`src/design/assert_macros.svh`:
```
// Assertion macros shared by the debouncer RTL.
`ifndef ASSERT_MACROS_SVH
`define ASSERT_MACROS_SVH

// Same-cycle implication, checked at every clock edge outside reset.
`define ASSERT_IMPLY(lbl, clk, rst, ante, cons) \
  lbl: assert property (@(posedge clk) disable iff (rst) (ante) |-> (cons)) \
    else $error("assertion failed: same-cycle implication");

// Next-cycle implication.
`define ASSERT_NEXT(lbl, clk, rst, ante, cons) \
  lbl: assert property (@(posedge clk) disable iff (rst) (ante) |=> (cons)) \
    else $error("assertion failed: next-cycle implication");

`endif

```
`src/design/abd_pkg.sv`:
```
// Types and constants for the analog button debouncer.
package abd_pkg;

  localparam int FieldSampleW = 10;
  localparam int CfgDataW     = 16;
  localparam int CfgIndexW    = 3;
  localparam int TimeW        = 32;

  // Register indexes
  localparam logic [CfgIndexW-1:0] REG_LEVEL_THRESHOLD = 3'd0;
  localparam logic [CfgIndexW-1:0] REG_PULLUP_WIRING   = 3'd1;
  localparam logic [CfgIndexW-1:0] REG_COUNT_LIMIT     = 3'd2;
  localparam logic [CfgIndexW-1:0] REG_SAMPLE_INTERVAL = 3'd3;
  localparam logic [CfgIndexW-1:0] REG_HOLD_MS         = 3'd4;
  localparam logic [CfgIndexW-1:0] REG_REPEAT_FIRST_MS = 3'd5;
  localparam logic [CfgIndexW-1:0] REG_REPEAT_NEXT_MS  = 3'd6;

  typedef struct packed {
    logic [FieldSampleW-1:0] adc_sample;
    logic                    take_pushed;
    logic                    take_tap;
    logic                    poll_repeat;
  } in_item_t;

  typedef struct packed {
    logic             pressed;
    logic             pushed_event;
    logic [TimeW-1:0] tap_duration;
    logic             held_now;
    logic             repeat_pulse;
  } out_item_t;

  typedef struct packed {
    logic [FieldSampleW-1:0] level_threshold;
    logic                    pullup_wiring;
    logic [7:0]              count_limit;
    logic [7:0]              sample_interval;
    logic [15:0]             hold_ms;
    logic [15:0]             repeat_first_ms;
    logic [15:0]             repeat_next_ms;
  } cfg_t;

endpackage

```
`src/design/abd_cfg_regs.sv`:
```
// Configuration register file for the debouncer.
module abd_cfg_regs (
  input  logic                          clk,
  input  logic                          rst,
  input  logic                          cfg_wr_en,
  input  logic [abd_pkg::CfgIndexW-1:0] cfg_index,
  input  logic [abd_pkg::CfgDataW-1:0]  cfg_wdata,
  output abd_pkg::cfg_t                 cfg
);

  abd_pkg::cfg_t regs;

  always_ff @(posedge clk) begin
    if (rst) begin
      regs.level_threshold <= 10'd512;
      regs.pullup_wiring   <= 1'b1;
      regs.count_limit     <= 8'd5;
      regs.sample_interval <= 8'd10;
      regs.hold_ms         <= 16'd1000;
      regs.repeat_first_ms <= 16'd500;
      regs.repeat_next_ms  <= 16'd100;
    end else if (cfg_wr_en) begin
      case (cfg_index)
        abd_pkg::REG_LEVEL_THRESHOLD:
          regs.level_threshold <= cfg_wdata[abd_pkg::FieldSampleW-1:0];
        abd_pkg::REG_PULLUP_WIRING:   regs.pullup_wiring   <= cfg_wdata[0];
        abd_pkg::REG_COUNT_LIMIT:     regs.count_limit     <= cfg_wdata[7:0];
        abd_pkg::REG_SAMPLE_INTERVAL: regs.sample_interval <= cfg_wdata[7:0];
        abd_pkg::REG_HOLD_MS:         regs.hold_ms         <= cfg_wdata;
        abd_pkg::REG_REPEAT_FIRST_MS: regs.repeat_first_ms <= cfg_wdata;
        abd_pkg::REG_REPEAT_NEXT_MS:  regs.repeat_next_ms  <= cfg_wdata;
        default: ;
      endcase
    end
  end

  assign cfg = regs;

endmodule

```
`src/design/abd_core.sv`:
```
// Debounce state, press/tap latches, hold and auto-repeat logic for one tick.
module abd_core #(
  parameter int SAMPLE_BITS = 10
) (
  input  logic                clk,
  input  logic                rst,
  input  abd_pkg::cfg_t       cfg,
  input  logic                fire,
  input  abd_pkg::in_item_t   item,
  output abd_pkg::out_item_t  result
);

  localparam int CmpW = (SAMPLE_BITS < abd_pkg::FieldSampleW) ?
                        SAMPLE_BITS : abd_pkg::FieldSampleW;
  localparam int TW = abd_pkg::TimeW;

  // tick_ms holds the clock value the next tick will see
  logic [TW-1:0] tick_ms;
  logic [TW-1:0] last_sample_ms;
  logic          debounced_state;
  logic [8:0]    mismatch_count;
  logic          pushed_latch;
  logic [TW-1:0] on_duration;
  logic [TW-1:0] change_time_ms;
  logic          repeat_started;
  logic [TW-1:0] next_repeat_ms;

  logic          sample_due;
  logic          raw;
  logic [8:0]    mm_inc;
  logic          mismatch;
  logic          flip;
  logic          to_pressed;
  logic          to_released;
  logic          state_new;
  logic          pushed_new;
  logic [TW-1:0] on_dur_new;
  logic          held_keep;
  logic          held_flip;
  logic          pulse;
  logic [15:0]   repeat_step;

  always_comb begin
    sample_due = tick_ms > (last_sample_ms + {24'd0, cfg.sample_interval});
    if (cfg.pullup_wiring)
      raw = item.adc_sample[CmpW-1:0] <= cfg.level_threshold[CmpW-1:0];
    else
      raw = item.adc_sample[CmpW-1:0] >  cfg.level_threshold[CmpW-1:0];
    mismatch    = sample_due && (raw != debounced_state);
    mm_inc      = mismatch_count + 9'd1;
    flip        = mismatch && (mm_inc > {1'b0, cfg.count_limit});
    to_pressed  = flip && !debounced_state;
    to_released = flip && debounced_state;
    state_new   = debounced_state ^ flip;
    pushed_new  = pushed_latch | to_pressed;
    on_dur_new  = to_released ? (tick_ms - change_time_ms) : on_duration;
    // after a flip the change time is this tick; both cases computed side by side
    held_keep   = tick_ms > (change_time_ms + {16'd0, cfg.hold_ms});
    held_flip   = tick_ms > (tick_ms + {16'd0, cfg.hold_ms});
    // a flip either releases or restarts the schedule at now: no pulse either way
    pulse       = item.poll_repeat && !flip && debounced_state &&
                  (tick_ms > next_repeat_ms);
    repeat_step = repeat_started ? cfg.repeat_next_ms : cfg.repeat_first_ms;
  end

  always_comb begin
    result.pressed      = state_new;
    result.pushed_event = pushed_new;
    result.tap_duration = on_dur_new;
    result.held_now     = state_new && (flip ? held_flip : held_keep);
    result.repeat_pulse = pulse;
  end

  always_ff @(posedge clk) begin
    if (rst) begin
      tick_ms         <= {{(TW-1){1'b0}}, 1'b1};
      last_sample_ms  <= '0;
      debounced_state <= 1'b0;
      mismatch_count  <= '0;
      pushed_latch    <= 1'b0;
      on_duration     <= '0;
      change_time_ms  <= '0;
      repeat_started  <= 1'b0;
      next_repeat_ms  <= '0;
    end else if (fire) begin
      tick_ms         <= tick_ms + 32'd1;
      debounced_state <= state_new;
      pushed_latch    <= pushed_new && !item.take_pushed;
      on_duration     <= item.take_tap ? '0 : on_dur_new;
      if (sample_due)
        last_sample_ms <= tick_ms;
      if (sample_due)
        mismatch_count <= (mismatch && !flip) ? mm_inc : 9'd0;
      if (flip)
        change_time_ms <= tick_ms;
      if (to_pressed) begin
        repeat_started <= 1'b0;
        next_repeat_ms <= tick_ms;
      end else if (pulse) begin
        repeat_started <= 1'b1;
        next_repeat_ms <= next_repeat_ms + {16'd0, repeat_step};
      end
    end
  end

endmodule

```
`src/design/analog_button_debouncer.sv`:
```
// Analog button debouncer top level: input stage, tick logic and result register.
// Path: an accepted beat waits in the input stage register and is written to out_data
// once the result register is free or draining; out_ready low holds it in the stage.
// Throughput: one beat per cycle when not stalled; single-pass tick logic between the registers.
// Reset (rst, synchronous): empties both stages, returns state and registers to defaults.
`include "assert_macros.svh"

module analog_button_debouncer #(
  parameter int SAMPLE_BITS = 10
) (
  input  logic                          clk,
  input  logic                          rst,
  input  logic                          in_valid,
  output logic                          in_ready,
  input  abd_pkg::in_item_t             in_data,
  output logic                          out_valid,
  input  logic                          out_ready,
  output abd_pkg::out_item_t            out_data,
  input  logic                          cfg_wr_en,
  input  logic [abd_pkg::CfgIndexW-1:0] cfg_index,
  input  logic [abd_pkg::CfgDataW-1:0]  cfg_wdata
);

  abd_pkg::cfg_t      cfg;
  abd_pkg::in_item_t  stage_item;
  logic               stage_valid;
  logic               stage_fire;
  abd_pkg::out_item_t result;

  abd_cfg_regs u_cfg (
    .clk       (clk),
    .rst       (rst),
    .cfg_wr_en (cfg_wr_en),
    .cfg_index (cfg_index),
    .cfg_wdata (cfg_wdata),
    .cfg       (cfg)
  );

  abd_core #(
    .SAMPLE_BITS (SAMPLE_BITS)
  ) u_core (
    .clk    (clk),
    .rst    (rst),
    .cfg    (cfg),
    .fire   (stage_fire),
    .item   (stage_item),
    .result (result)
  );

  // a staged beat moves on whenever the result register is free or drains
  assign stage_fire = stage_valid && (!out_valid || out_ready);
  assign in_ready   = !stage_valid || stage_fire;

  always_ff @(posedge clk) begin
    if (rst) begin
      stage_valid <= 1'b0;
    end else if (in_ready) begin
      stage_valid <= in_valid;
    end
  end

  always_ff @(posedge clk) begin
    if (in_valid && in_ready) begin
      stage_item <= in_data;
    end
  end

  always_ff @(posedge clk) begin
    if (rst) begin
      out_valid <= 1'b0;
    end else if (stage_fire) begin
      out_valid <= 1'b1;
    end else if (out_ready) begin
      out_valid <= 1'b0;
    end
  end

  always_ff @(posedge clk) begin
    if (stage_fire) begin
      out_data <= result;
    end
  end

  `ASSERT_IMPLY(a_pulse_needs_press, clk, rst, out_valid && out_data.repeat_pulse, out_data.pressed)
  `ASSERT_IMPLY(a_held_needs_press, clk, rst, out_valid && out_data.held_now, out_data.pressed)
  `ASSERT_IMPLY(a_full_stall_blocks, clk, rst, stage_valid && out_valid && !out_ready, !in_ready)
  `ASSERT_NEXT(a_drain_empties, clk, rst, out_valid && out_ready && !stage_fire, !out_valid)

endmodule
```
`config.mk`:
```
export PLATFORM = sky130hd
export DESIGN_NAME = analog_button_debouncer
export DESIGN_NICKNAME = d
export VERILOG_FILES = /design/src/design/abd_pkg.sv /design/src/design/abd_cfg_regs.sv /design/src/design/abd_core.sv /design/src/design/analog_button_debouncer.sv
export VERILOG_INCLUDE_DIRS = /design/src /design/src/design
export SDC_FILE = /design/constraint.sdc
export NUM_CORES = 1
export LEC_CHECK = 0
export ABC_AREA = 1
export BUFFER_PORTS_ARGS = -buffer_cell sky130_fd_sc_hd__buf_4
export CELL_PAD_IN_SITES_DETAIL_PLACEMENT = 0
export CELL_PAD_IN_SITES_GLOBAL_PLACEMENT = 1
export CORE_MARGIN = 3
export CORE_UTILIZATION = 47
export CTS_CLUSTER_DIAMETER = 50
export DETAILED_ROUTE_END_ITERATION = 8
export GPL_ROUTABILITY_DRIVEN = 0
export PLACE_DENSITY_LB_ADDON = 0.1
export SYNTH_ARGS = -nofsm -noshare
export SYNTH_HDL_FRONTEND = slang
export SYNTH_SLANG_ARGS = --single-unit
```
`constraint.sdc`:
```
create_clock -name clk -period 6 [get_ports clk]
set_clock_uncertainty 0.05 [all_clocks]
set_input_delay 1.2 -clock clk [delete_from_list [all_inputs] [get_ports clk]]
set_output_delay 1.2 -clock clk [all_outputs]
set_load 0.01 [all_outputs]
```
Word-level counts from Yosys, hierarchy flattened

Cells that the tools add are included.

Output and inout port bits: 38
Register bits: 298

Equal/unequal tests: 7
Bitwise gates (word level): 2
Reduce and logical (&&, ||, !) cells: 32
$add $sub $neg: 7
$lt $le $gt $ge: 7
Muxes and demuxes: 12

Operators by type and width:

| operator              | count |
|---|---|
| $gt 32x32->1          | 4 |
| $mux 32               | 4 |
| $add 32x16->32        | 3 |
| $add 32x1->32 const B | 1 |
| $add 32x8->32         | 1 |
| $sub 32x32->32        | 1 |
| $reduce_and 2->1      | 10 |
| $mux 16               | 1 |
| $logic_and 1x1->1     | 12 |
| $gt 10x10->1          | 1 |
| $le 10x10->1          | 1 |
| $add 9x1->9 const B   | 1 |
| $eq 3x3->1 const B    | 3 |
| $gt 9x8->1            | 1 |
| $mux 9                | 1 |
| $eq 3x2->1 const B    | 2 |
| $mux 1                | 6 |
| $logic_not 1->1       | 5 |
| $reduce_bool 2->1     | 2 |
| $eq 3x1->1 const B    | 1 |
| $logic_not 3->1       | 1 |
| $logic_or 1x1->1      | 2 |
| $ne 1x1->1            | 1 |
| $or 1x1->1            | 1 |
| $xor 1x1->1           | 1 |

Depth between registers and ports, before layout

Depth in word-level cells: 11
Depth in mapped cells: 33
Depth with buffers taken out: 31

By module

Synthesis repeated with hierarchy kept, for this count alone.

Cells, all modules: 3169
Area total of the unflattened synthesis: 21951.1 µm²

Modules (own cells, without submodules):

| module                  | cells an instance | seq. area each (µm²) | area an instance (µm²) | times used |
|---|---|---|---|---|
| abd_core                | 2688              | 3443.3               | 17380.4                | 1 |
| abd_cfg_regs            | 420               | 1501.4               | 3007.9                 | 1 |
| analog_button_debouncer | 61                | 1511.4               | 1562.7                 | 1 |

Least setup slack after synthesis

OpenSTA, ideal clock, no wires.

Path type: register to register
From: register u_cfg.regs (netlist bit u_cfg.cfg[48])
To: register u_core.next_repeat_ms[12]
Data arrival time: 4.390 ns
Slack: 1.447 ns
Data required time: 5.837 ns
Cell stages (with the launch flop): 33
Library setup time: 0.113 ns
Cells stage by stage: dfxtp_1 -> ha_1 -> inv_1 -> fa_1 -> o21ai_2 -> nand2_1 -> o211ai_2 -> nand3_2 -> nor2_2 -> nand4_2 -> nor3_4 -> nand2_2 -> nor2_1 -> xor2_1 -> ha_1 -> nand2_1 -> inv_1 -> nand3_1 -> a21oi_1 -> or2_2 -> a21oi_1 -> a21boi_2 -> nand2_4 -> inv_1 -> ha_1 -> clkbuf_1 -> inv_1 -> buf_1 -> o21ai_0 -> o22ai_1 -> nand2_1 -> nand2_1 -> nor2_1

Cells in the longest elaborated chain, start to end: 10
Elaborated cells on any way between the ends: 12

Ends and longest elaborated chain:

| what                               | line               | source |
|---|---|---|
| from (decl)                        | abd_cfg_regs.sv:11 | `abd_pkg::cfg_t regs;` |
| $add 32x8->32 *                    | abd_core.sv:44     | `sample_due = tick_ms > (last_sample_ms + {24'd0, cfg.sample_interval});` |
| $gt 32x32->1 *                     | abd_core.sv:44     |  |
| $logic_and 1x1->1 *                | abd_core.sv:49     | `mismatch = sample_due && (raw != debounced_state);` |
| $logic_and 1x1->1 *                | abd_core.sv:51     | `flip = mismatch && (mm_inc > {1'b0, cfg.count_limit});` |
| $logic_not 1->1                    | abd_core.sv:61     | `pulse = item.poll_repeat && !flip && debounced_state &&` |
| $logic_and 1x1->1 (3 in series)    | abd_core.sv:61     |  |
| $reduce_bool 2->1 (no source line) | n/a                |  |
| $reduce_and 2->1 (no source line)  | n/a                |  |
| to (signal assigned)               | abd_core.sv:98     | `next_repeat_ms <= tick_ms;` |
| to (signal assigned)               | abd_core.sv:101    | `next_repeat_ms <= next_repeat_ms + {16'd0, repeat_step};` |
| to (decl)                          | abd_core.sv:26     | `logic [TW-1:0] next_repeat_ms;` |

Mark *: on every way between the ends. The rest lies on a longest branch, timed or not.
A chain may end at the register's enable or synchronous reset.

Worst setup path after layout

From: register u_cfg.regs (netlist bit u_cfg.cfg[48])
To: register u_core.next_repeat_ms[0]

The elaborated chain is that of the path after synthesis.

==> reports/metrics.yaml <==
syn_area_um2: 21100
holdBufCountCts: 0
postSynth.asyncResetShare_pct: 0
r2r-end: "u_core.next_repeat_ms[0]"
worstMarginPinSlew_ns: 1.09
fin_tns_setup_ns: 0
synth_top_area_share_pct: 23.6
drc: 0
r2r_setup_slack_ns: 0.57
path_max_fanout: 41
cp.arrival_ns: 5.84
start_util_pct: 48.3
root_buffer: "clkbuf_16"
first_iter_violations: 1436
ios: 75
synth_area_leaders: "dfxtp_1, ha_1, nand2_1"
ir_drop_uv: 217
clk_pin_slew_ns: 0.06
cts_sinks: 298
ant_nets: 0
synth.yosys.seq_area_share_pct: 30.6
switching_share_pct: 26.1
critPathKind: "reg2reg"
synth_cells: 2999
mostFrequentLayoutCell: "nand2_1"
hold_viol: 0
grt_overflow: 0
synth_edf_count: 49
end_kind: "flop"
grt_max_degree: 94
core.rowCount: 76
synth_flop_cell: "dfxtp_1"
ys_ff_latch: 298
min_to: "u_core.on_duration[30]"
status: "finished, final reports clean"
vias: 20200
fp.dieH_um: 218
cts.path.max_buffers: 3
worstSetupStartpointType: "flop"
seqPwrFrac_pct: 41.1
clk_latency_ns: 0.57
core_um2: 43600
postCtsSetupRepairBufs: 0
diodes: 0
synth_fp_nets: 3270
p_leak_nw: 10.8
p_comb_share_pct: 7.5
period_share_pct: 90.5
cpMaxStageDelayCell: "fa_1"
rsz0062_at_grt: "false"
cts.htree.levels: 2
syn_area_per_cell_um2: 7.03
timing.rr.start: "u_cfg.cfg[48]"
finalWirelength_mm: 67.7
grt_pass1_wl_mm: 106
cts_resized: 0
cts_buffers: 44
yosys.area.top_type: "dfxtp_1"
slew_headroom_pct: 27.0
fin_total_pwr_mw: 5.11
critical_path.most_common_cell: "inv_1"
period_minus_slack_ns: 5.43
hold_depth: 2
clock.fmax_ghz: 0.184
drive_gt1_share_pct: 7.75
hpwl_mm: 51.6
die-area_um2: 47400
p_clk_share_pct: 51.4
nets: 3343
antenna_found_initial: 0
cts_tree: "done"
synthDistinctLibCells: 57
firstDrtPassIters: 5
grtUsageTotal_pct: 28.3
p_int_mw: 3.78
wl_per_cell_um: 18.3
reg2reg_depth: 32
first_global_vias: 19100
required_ns: 6.41
setup_viol: 0
die_w_um: 218
netSwitchingPower_mw: 1.33
yosysWarnings: 0
worstHoldStart: "u_core.on_duration[30]"
maxCapViolations: 0
mostFrequentLayoutCells: "nand2_1, inv_1, nor2_1"
slew_viol_final: 0
hold_path_class: "reg2reg"
cp_slowest_stage_delay_ns: 0.42
area_growth_syn_to_layout_pct: 12.8
p_per_area_nw_per_um2: 215
portBuffers: 74
viasPerCell: 5.47
## how the worst max path moves through the flow
stage | endpoint | startpoint | cells after the start | slack [ns]
global route | u_core.next_repeat_ms[0] | u_core.last_sample_ms[0] | 32 | 0.17
detailed placement | u_core.on_duration[0] | u_cfg.cfg[48] | 27 | 0.50
finish | u_core.next_repeat_ms[0] | u_cfg.cfg[48] | 32 | 0.57
floorplan | u_core.next_repeat_ms[12] | u_cfg.cfg[48] | 32 | 1.45
global placement | u_core.on_duration[0] | u_cfg.cfg[48] | 27 | 0.72
CTS | u_core.on_duration[0] | u_cfg.cfg[48] | 27 | 0.47
## synthesized netlist by cell type (5+ instances only)
cell      number
xnor2_1       41
fa_1           5
a21boi_0       7
or2_2         13
nand4_1       40
o21ai_1       23
nor3_1        53
and2_1         8
buf_2         10
inv_1        314
a21oi_2        7
nor2_1       311
a21oi_1      285
nand3b_1       9
nor2_2         6
buf_1          5
edfxtp_1      49
a21o_1        11
ha_1         229
nor4_1        19
nand3_1      152
xor2_1        91
clkbuf_1      59
a31oi_1       12
o21ai_0      230
dfxtp_1      249
o211ai_1      10
o21a_1        13
nand2_1      674
o21bai_1       8
## cell type report
class | count | area, um^2
fillers | 4254 | 19900
multi-input cells | 2302 | 13100
flip-flops and latches | 298 | 6460
inverters | 319 | 1200
clock buffers | 54 | 1190
repair buffers | 107 | 816
well taps | 585 | 732
clock inverters | 28 | 297
## worst max-delay path, delay by kind of cell, from the launching register on
kind | cells | cell delay (ns)
DFF | 1 | 0.34
xor gates and xnor gates | 1 | 0.18
AOI/OAI and AO/OA | 6 | 0.75
adders and majority gates | 4 | 1.05
buffers and inverters | 7 | 0.88
and+or+nand+nor | 14 | 2.05
## through the flow
step	utilization, %	worst slack (ns)	cells	hold slack [ns]	area [um^2]
after floorplan	-	1.45	2999	0.375	21100
after global placement	51.0	0.719	3611	0.392	22300
after detailed placement	51.0	0.502	3611	0.397	22300
after CTS	54.5	0.469	3693	0.412	23800
after global routing	54.5	0.165	3693	0.426	23800
final	54.5	0.573	3693	0.408	23800
## state kept, by name, indices dropped and copies added, names as in the netlist
name and count:
stage_item 13, u_core.pushed_latch 1, out_valid 1, u_core.mismatch_count 9
u_core.repeat_started 1, u_core.change_time_ms 32, stage_valid 1, u_core.on_duration 32
u_core.next_repeat_ms 32, u_core.debounced_state 1, u_core.last_sample_ms 32, out_data 36
u_cfg.cfg 75, u_core.tick_ms 32
## routing by layer
metal | track usage (%) | part of all wire [%] | vias to the layer above
li1 | - | - | 10200
met1 | 36.8 | 44 | 9319
met2 | 48.6 | 47 | 560
met3 | 3.25 | 5.0 | 123
met4 | 10.4 | 3.6 | 0
met5 | 0 | 0 | -
## cells by family (layout without fill, tap and decap cells)
| family | Yosys count | in the layout | synth area share, % |
|---|---|---|---|
| and+or+nand+nor | 1309 | 1309 | 26.4 |
| AOI/OAI and AO/OA | 627 | 627 | 16.0 |
| buffers and inverters | 399 | 508 | 7.38 |
| DFF | 298 | 298 | 30.6 |
| adders and majority gates | 234 | 234 | 14.1 |
| xor gates and xnor gates | 132 | 132 | 5.48 |
## power groups by stage
stage | clock network, mW | logic [mW] | registers (mW)
global route | 2.77 | 0.429 | 2.10
CTS | 2.68 | 0.382 | 2.10
floorplan | 0 | 0.238 | 2.14
global placement | 0 | 0.374 | 2.14
finish | 2.63 | 0.383 | 2.10
detailed placement | 0 | 0.380 | 2.14
Power figures use the tool's default switching activity.
